$ cat config.mk
export PLATFORM = sky130hd
export DESIGN_NAME = lz78td_ctrl
export DESIGN_NICKNAME = d
export VERILOG_FILES = /design/src/hw/rtl/lz78td_pkg.sv /design/src/hw/rtl/lz78td_ctrl.sv
export SDC_FILE = /design/constraint.sdc
export NUM_CORES = 1
export LEC_CHECK = 0
export BUFFER_PORTS_ARGS = -buffer_cell sky130_fd_sc_hd__clkbuf_2
export CAP_MARGIN = 10
export CORE_AREA = 10 10 47 49
export CTS_BUF_LIST = sky130_fd_sc_hd__clkbuf_8
export CTS_CLUSTER_DIAMETER = 30
export DETAILED_ROUTE_END_ITERATION = 12
export DIE_AREA = 0 0 57 59
export GPL_TIMING_DRIVEN = 0
export HOLD_SLACK_MARGIN = 0.02
export SETUP_SLACK_MARGIN = 0.4
export SLEW_MARGIN = 10
export SYNTH_ARGS = -nofsm -noshare
export SYNTH_HDL_FRONTEND = slang
export SYNTH_SLANG_ARGS = --single-unit
$ cat constraint.sdc
create_clock -name clock -period 2.93 [get_ports clock]
set_input_delay 0.4395 -clock clock [delete_from_list [all_inputs] [get_ports clock]]
set_output_delay 0.4395 -clock clock [all_outputs]
set_load 0.01 [all_outputs]
$ cat src/hw/rtl/lz78td_pkg.sv
// Shared constants, field widths and the controller/datapath command and status
// structures of the LZ78 token decoder. Depends on nothing.
`timescale 1ns / 1ps
`default_nettype none

package lz78td_pkg;

   localparam int BYTE_W      = 8;
   localparam int INDEX_W     = 8;
   localparam int LEN_W       = 8;
   localparam int COUNT_W     = 3;
   localparam int GROUP_BYTES = 4;
   localparam int LANE_W      = 2;
   localparam int STACK_DEPTH = 256;
   localparam int STACK_AW    = 8;
   // Read and capture pointers must hold the phrase length plus one group.
   localparam int PTR_W       = 9;

   typedef enum logic {
      DADDR_PIDX,
      DADDR_PARENT
   } dict_addr_sel_type;

   typedef struct packed {
      logic              load_token;
      logic              set_bad;
      logic              clear_prefix;
      logic              head_load;
      logic              walk_step;
      dict_addr_sel_type dict_addr;
      logic              append;
      logic              fill;
      logic              next_group;
   } ctrl_cmd_type;

   typedef struct packed {
      logic bad_prefix;
      logic prefix_zero;
      logic walk_done;
      logic group_done;
      logic last_group;
   } ctrl_sts_type;

endpackage

`default_nettype wire

$ cat src/hw/rtl/lz78td_ctrl.sv
// Sequencer of the LZ78 token decoder: checks the index, walks the parent chain,
// stores the new entry and hands out the phrase group by group. Depends on lz78td_pkg.
`timescale 1ns / 1ps
`default_nettype none

module lz78td_ctrl (
   input  wire logic                    clock,
   input  wire logic                    reset,
   input  wire logic                    req_valid,
   output logic                         req_ready,
   output logic                         rsp_valid,
   input  wire logic                    rsp_ready,
   input  wire lz78td_pkg::ctrl_sts_type sts,
   output lz78td_pkg::ctrl_cmd_type     cmd
);
   import lz78td_pkg::*;

   localparam logic [2:0] ST_IDLE   = 3'd0;
   localparam logic [2:0] ST_CHECK  = 3'd1;
   localparam logic [2:0] ST_HEAD   = 3'd2;
   localparam logic [2:0] ST_WALK   = 3'd3;
   localparam logic [2:0] ST_APPEND = 3'd4;
   localparam logic [2:0] ST_FILL   = 3'd5;
   localparam logic [2:0] ST_OUT    = 3'd6;

   logic [2:0] state_ff;
   logic [2:0] state_in;

   always_ff @(posedge clock) begin
      if (reset) begin
         state_ff <= ST_IDLE;
      end else begin
         state_ff <= state_in;
      end
   end

   always_comb begin
      state_in  = state_ff;
      cmd       = '0;
      req_ready = 1'b0;
      rsp_valid = 1'b0;
      case (state_ff)
         ST_IDLE: begin
            req_ready = 1'b1;
            if (req_valid) begin
               cmd.load_token = 1'b1;
               state_in       = ST_CHECK;
            end
         end
         ST_CHECK: begin
            // The prefix entry is read here so that it is ready in the head state.
            cmd.dict_addr = DADDR_PIDX;
            if (sts.bad_prefix) begin
               cmd.set_bad = 1'b1;
               state_in    = ST_OUT;
            end else if (sts.prefix_zero) begin
               cmd.clear_prefix = 1'b1;
               state_in         = ST_APPEND;
            end else begin
               state_in = ST_HEAD;
            end
         end
         ST_HEAD: begin
            cmd.dict_addr = DADDR_PIDX;
            cmd.head_load = 1'b1;
            state_in      = ST_WALK;
         end
         ST_WALK: begin
            if (sts.walk_done) begin
               state_in = ST_APPEND;
            end else begin
               cmd.walk_step = 1'b1;
               cmd.dict_addr = DADDR_PARENT;
            end
         end
         ST_APPEND: begin
            cmd.append = 1'b1;
            state_in   = ST_FILL;
         end
         ST_FILL: begin
            cmd.fill = 1'b1;
            if (sts.group_done) begin
               state_in = ST_OUT;
            end
         end
         ST_OUT: begin
            rsp_valid = 1'b1;
            if (rsp_ready) begin
               cmd.next_group = 1'b1;
               state_in       = sts.last_group ? ST_IDLE : ST_FILL;
            end
         end
         default: begin
            state_in = ST_IDLE;
         end
      endcase
   end

endmodule

`default_nettype wire

==> qor.csv, run 1 <==
stage,metric,value,unit
status,status,"complete, no violations",
cts,tritoncts,yes,
cts,post-cts-setup-buffers,0,
power,p_per_area,712,mW/mm^2
floorplan,fp.dieArea,0.00336,mm^2
route,wl_per_cell,11.5,um
floorplan,initial_utilization,21.5,%
sta,grt_setup_unrepaired,false,
sta,slew_headroom,78.4,%
synth,ys_seq_elements,3,
sta,slew_viol_final,0,
power,p_total,329,uW
synth,synth.avg_cell_area,7.35,um^2
cts,cts_max_level,1,
critical_path,cpPeakStageDelay,0.32,ns
floorplan,rows,14,
critical_path,worstPathArrival,1.32,ns
grt,antenna_found_initial,0,
synth,synth_fp_nets,50,
sta,finalCritPeriodShare,59.9,%
grt,grt_util_met3,1.93,%
floorplan,die_y,59,um
grt,grt_use_met2,8.84,%
critical_path,cp_max_fo,10,
cts,clk_path_buf_depth,2,
grt,grt_pass1_wl,1450,um
floorplan,ios,20,
route,vias_per_cell,4.68,
synth,synth.most_common_cell,a21oi_1,
cells_and_area,largest_reg_flops,3,
critical_path,worstSetupStartpointType,register,
cts,cts_root_buffer,clkbuf_8,
synth,yosys.cell_types.count,25,
grt,grt_pass1_vias,351,
synth,synth_xor_area_share,0,%
cts,clock_latency,0.21,ns
cts,cts_hold_buf,0,
route,drt_iter0_markers,12,
critical_path,critical_path.slowest_cell,dfxtp_1,
cells_and_area,final_util,32.9,%
grt,use_met1,5.34,%
hold_path,hold_class,in2reg,
critical_path,path_cells,dlymetal6s2s_1 > nor3_1 > and2_1 > clkbuf_2,
cts,cts_buffers,3,
cells_and_area,n_fill_cell,165,
synth,synth_edf_count,0,
grt,grtUsageTotal,5.18,%
grt,gr-max-usage-layer,met2,
synth,ys_seq_area_share,19.9,%
synth,synth_top_cell_area_share,19.9,%
placement,routabilityCongestion,0.803,
cts,clk_pin_slew_worst_paths,0.03,ns
cells_and_area,area_growth,53.1,%
route,remaining_drc_errors,0,
synth,synthMuxAreaShare,0,%
synth,ys.flop_type,dfxtp_1,
sta,fin_tns_setup,0,ns
floorplan,die_w,57,um
sta,setup_viol,0,
critical_path,cp.required,2.49,ns
floorplan,core,0.00140,mm^2
grt,gr-total-overflow,0,
cells_and_area,layoutNonFillerInstCount,80,
sta,worst_pin_slew,0.324,ns
critical_path,cp-end-kind,primary output,
cells_and_area,reg.largest.list,state_ff (3),
synth,synth_top_family_by_area,simple AND/OR/NAND/NOR gates,
synth,yosys.area.top_type,dfxtp_1,
synth,synthArstFlopShare,0,%
cells_and_area,insertedDiodeCount,0,
sta,period_minus_slack,1.76,ns
cts,clock_sinks,3,
route,wl,917,um
critical_path,cp-endpoint,cmd[8],
synth,synthTopCellsByArea,"dfxtp_1, a21oi_1, nor3b_1, and2_1, nor3_1",
placement,dp_hpwl,773,um
route,routed-via-count,374,
sta,worst_clock_skew,0.00272,ns
cells_and_area,layout-drive-gt1-share,40.6,%
critical_path,rrSetupSlack,1.61,ns
power,peakVddDrop,0.270,mV
sta,hold_viol_final,0,
flow_run,maxCapViolations,0,
synth,yosysWarningCount,0,
power,leakagePower,0.000241,uW
placement,place_inst,76,
route,dr.pass1.iters,6,
critical_path,r2r-end,state_ff[2],
synth,synth-simple-area-share,41.9,%
cts,post_cts_resized,0,
cells_and_area,nets,74,
sta,timing.fmax,570,MHz
grt,grt_max_degree,11,
route,antenna_left,0,
synth,synth_compound_area_share,25.7,%
placement,numPortBuffers,19,
synth,synthAdderAreaFrac,0,%
cells_and_area,regMostFlops,state_ff,
synth,netlist_area,302,um^2
synth,synthesis.instances,41,
critical_path,r2r_cells,5,
critical_path,path_class,reg2out,
critical_path,cp-startpoint,state_ff[0],
critical_path,r2r-start,state_ff[2],
## report_power, final
part           total, uW  leakage (uW)  switching, uW  internal (uW)
combinational        151      0.000189           81.2           69.6
sequential          63.0     0.0000248           10.8           52.2
clock                115     0.0000269           25.7           89.0
total                329      0.000241            118            211
## how the worst min path moves through the flow
stage                     startpoint     endpoint  slack (ns)  cells after the start
after detailed placement       reset  state_ff[0]        0.65                      2
final                          reset  state_ff[0]        0.42                      2
after floorplan                reset  state_ff[0]        0.51                      1
after global placement         reset  state_ff[1]        0.65                      2
after global routing           reset  state_ff[0]        0.42                      2
after CTS                      reset  state_ff[0]        0.42                      2
## worst max-delay path: cells and delay by family, from the launching register on
kind | cells | cell delay, ns
and+or+nand+nor | 2 | 0.41
buffers and inverters | 2 | 0.36
DFF | 1 | 0.32
## metal layers
layer / vias up / part of all wire, %
met5: - / 0
met4: 0 / 0
met3: 0 / 5.8
met2: 13 / 50
met1: 163 / 44
li1: 198 / -
## layout make-up
cell class | count | area, um^2 | area share, %
Buffer | 4 | 30.0 | 6.50
Clock buffer | 3 | 41.3 | 8.94
Clock inverter | 1 | 3.75 | 0.813
Inverter | 2 | 7.51 | 1.63
Multi-Input combinational cell | 32 | 204 | 44.2
Sequential cell | 3 | 60.1 | 13.0
Tap cell | 16 | 20.0 | 4.34
Timing Repair Buffer | 19 | 95.1 | 20.6
## per-stage QoR
| stage | hold slack, ns | setup slack (ns) | cell area [um^2] |
|---|---|---|---|
| after floorplan | 0.509 | 1.38 | 302 |
| after global placement | 0.646 | 1.41 | 417 |
| after detailed placement | 0.647 | 1.39 | 417 |
| after CTS | 0.423 | 1.16 | 462 |
| after global routing | 0.421 | 1.05 | 462 |
| final | 0.423 | 1.17 | 462 |
## cells in the final DEF, fill, tap and decap left out
cell	synthesis	final
a21boi_0	1	1
a21oi_1	5	5
a311oi_1	1	1
a31oi_1	1	1
and2_1	3	3
and4bb_1	1	1
buf_2	2	2
buf_4	1	1
clkbuf_2	0	19
clkbuf_8	0	3
dfxtp_1	3	3
dlymetal6s2s_1	1	1
inv_1	1	2
inv_2	1	1
nand2_1	1	1
nor2_1	3	3
nor2b_1	2	2
nor3_1	3	3
nor3b_1	3	3
nor4b_1	1	1
o211ai_1	1	1
o21ai_0	1	1
o221ai_1	1	1
o31a_1	1	1
or2b_1	1	1
or3_1	1	1
or4_1	1	1
## logic make-up (layout without fill, tap and decap cells)
logic type / Yosys count / after routing
AOI/OAI and AO/OA: 12 / 12
DFF: 3 / 3
and+or+nand+nor: 20 / 20
buffers and inverters: 6 / 29
Power figures use the tool's default switching activity.
==> inputs of run 2 (changes only) <==
- ABC_AREA: default -> 1
- clock period: 2.93 -> 1.6 ns (I/O delays scaled with it)
==> qor.csv, run 2 <==
stage,metric,value,unit,change
synth,yosys.area.top_type,dfxtp_1,,
synth,synth_top_cell_area_share,17.9,%,-2.0 points
route,wl_met3,58,um,+9.4%
power,p_sw,535,uW,+350%
route,wl,1100,um,+20%
sta,period_minus_slack,1.35,ns,
floorplan,ios,20,,unchanged
synth,synthArstFlopShare,0,%,unchanged
floorplan,fp.dieArea,0.00336,mm^2,unchanged
power,swShare,44.8,%,+9.0 points
synth,ys_top_cells_by_count,"inv_1, nand2_1, nor2_1",,
cts,cts_buffers,3,,unchanged
status,status,"complete, no violations",,
power,power_frac_comb,66.8,%,+21 points
cells_and_area,reg.largest.list,state_ff (3),,
critical_path,cp-end-kind,primary output,,
critical_path,critical_path_buf_inv_count,2,,unchanged
grt,grtUsageTotal,6.57,%,+1.4 points
power,p_clk_share,17.7,%,-17 points
critical_path,path_class,reg2out,,
critical_path,worstSetupStartpointType,register,,
synth,ys_seq_area_share,17.9,%,-2.0 points
grt,grt_max_degree,9,,-2
cells_and_area,n_fill_cell,168,,+1.8%
sta,worst_pin_slew,0.189,ns,-0.135 ns
grt,gr-total-overflow,0,,unchanged
route,wl_met2,594,um,+30%
route,routed-via-count,465,,+24%
route,drt_iter0_markers,4,,-8
placement,dp_slack,0.301,ns,-1.09 ns
cts,clock_sinks,3,,unchanged
cts,clk_path_buf_depth,2,,unchanged
sta,timing.fmax,743,MHz,
route,wl_met1,444,um,+9.6%
cells_and_area,nets,101,,+36%
sta,setup_viol,0,,unchanged
cells_and_area,layoutNonFillerInstCount,107,,+34%
cells_and_area,insertedDiodeCount,0,,unchanged
cts,clk_pin_slew_worst_paths,0.03,ns,about the same
route,dr.pass1.iters,2,,-4
cells_and_area,final_common_cell,inv_1,,
floorplan,core,0.00140,mm^2,unchanged
critical_path,cp.required,1.36,ns,-1.13 ns
sta,hold_viol_final,0,,unchanged
floorplan,initial_utilization,23.9,%,+2.4 points
grt,grt_pass1_wl,1860,um,+28%
synth,ys_seq_elements,3,,unchanged
synth,ys.flop_type,dfxtp_1,,
synth,synth.most_common_cell,inv_1,,
synth,netlist_area,335,um^2,+11%
route,remaining_drc_errors,0,,unchanged
synth,yosys.cell_types.count,19,,-24%
cells_and_area,fin_area,624,um^2,+35%
sta,timing.hold.ws,0.219,ns,-0.204 ns
floorplan,die_y,59,um,unchanged
power,internal_power,659,uW,+210%
sta,finalWorstSetupSlack,0.254,ns,-0.921 ns
power,leakagePower,0.000370,uW,+53%
flow_run,maxCapViolations,0,,unchanged
cts,tritoncts,yes,,
placement,place_inst,95,,+25%
sta,fin_tns_setup,0,ns,unchanged
cts,clock_latency,0.21,ns,about the same
cells_and_area,area_growth,86.2,%,
cells_and_area,regMostFlops,state_ff,,
sta,slew_viol_final,0,,unchanged
cts,cts_root_buffer,clkbuf_8,,
cells_and_area,layout-drive-gt1-share,61.5,%,+21 points
sta,finalCritPeriodShare,84.1,%,
critical_path,cp_max_fo,7,,-3
power,peakVddDrop,0.601,mV,+120%
critical_path,path_cells,buf_6 > nor2_2 > nand2_1 > nor2_1 > clkbuf_2,,
synth,synth_edf_count,0,,unchanged
floorplan,rows,14,,unchanged
route,antenna_left,0,,unchanged
grt,antenna_found_initial,0,,unchanged
sta,slew_headroom,87.3,%,+8.9 points
cells_and_area,largest_reg_flops,3,,unchanged
hold_path,hold_class,in2reg,,
critical_path,critical_path.slowest_cell,dfxtp_2,,
synth,synthesis.instances,60,,+46%
critical_path,cpPeakStageDelay,0.30,ns,-0.02 ns
grt,grt_pass1_vias,448,,+28%
power,seq_power_share,15.5,%,-3.7 points
cts,cts_max_level,1,,unchanged
placement,numPortBuffers,19,,unchanged
route,vias_per_cell,4.35,,-7.0%
power,p_per_area,1910,mW/mm^2,+170%
synth,synthTopCellsByArea,"dfxtp_1, inv_1, nand2_1, nand3_1, nor2_1",,
critical_path,worstPathArrival,1.11,ns,-0.21 ns
placement,dp_hpwl,784,um,+1.4%
route,top_layer,met3,,
sta,worst_clock_skew,0.00101,ns,-0.00171 ns
synth,synth_fp_nets,69,,+38%
placement,routabilityCongestion,0.820,,+2.0%
floorplan,die_w,57,um,unchanged
cells_and_area,final_cell_mix,"inv_1, clkbuf_2, nand2_1, buf_4, nand2_2",,
synth,yosysWarningCount,0,,unchanged
route,wl_per_cell,10.3,um,-11%
placement,place_area,450,um^2,+8.1%
critical_path,cp_top_family,simple AND/OR/NAND/NOR gates,,
synth,synth.avg_cell_area,5.59,um^2,-24%
sta,grt_setup_unrepaired,true,,
[run 2: power by group through the flow]
stage | Sequential [uW] | Combinational [uW] | Clock [uW]
floorplan | 154 | 420 | 0
global placement | 169 | 560 | 0
detailed placement | 170 | 565 | 0
CTS | 190 | 654 | 212
global route | 195 | 892 | 220
finish | 185 | 798 | 211
[run 2: final timing paths]
| path | from | endpoint | slack [ns] | cells after the start |
|---|---|---|---|---|
| setup / recovery | state_ff[0] | cmd[8] | 0.25 | 5 |
| hold / removal | reset | state_ff[2] | 0.22 | 2 |
| setup reg to reg | state_ff[1] | state_ff[2] | 0.45 | 7 |
| hold reg to reg | state_ff[2] | state_ff[2] | 0.56 | 2 |
[run 2: stage by stage]
stage          total power (uW)  util [%]
4_1_cts                    1060      39.5
3_5_place_dp                735      32.1
6_report                   1190      44.6
2_1_floorplan               575         -
5_1_grt                    1310      44.6
3_3_place_gp                730      32.1
[run 2: cell families (layout without fill, tap and decap cells)]
family | Yosys count | in the layout | synth area share, %
compound gates | 7 | 7 | 13.1
flops | 3 | 3 | 17.9
simple gates | 31 | 31 | 44.4
buf+inv | 19 | 50 | 24.6
[run 2: final cells by class]
class	instances	area (um^2)	area share [%]
tap	16	20.0	3.21
clock inverter	1	3.75	0.601
sequential	3	68.8	11.0
timing repair buffer	27	169	27.1
clock buffer	3	41.3	6.61
inverter	17	63.8	10.2
multi-input combinational	38	235	37.7
buffer	2	22.5	3.61
[run 2: layer usage]
| layer | global-route usage (%) | vias to the layer above |
|---|---|---|
| li1 | - | 241 |
| met1 | 7.00 | 206 |
| met2 | 11.5 | 18 |
| met3 | 1.50 | 0 |
| met4 | 4.03 | 0 |
| met5 | 0 | - |
[run 2: repair_timing]
| item | CTS | global route |
|---|---|---|
| setup endpoints to repair | 11 | 14 |
| gates resized for setup | 9 | 19 |
| hold buffers | 0 | 0 |
| pin swaps | 4 | 7 |
| setup buffers | 4 | 4 |
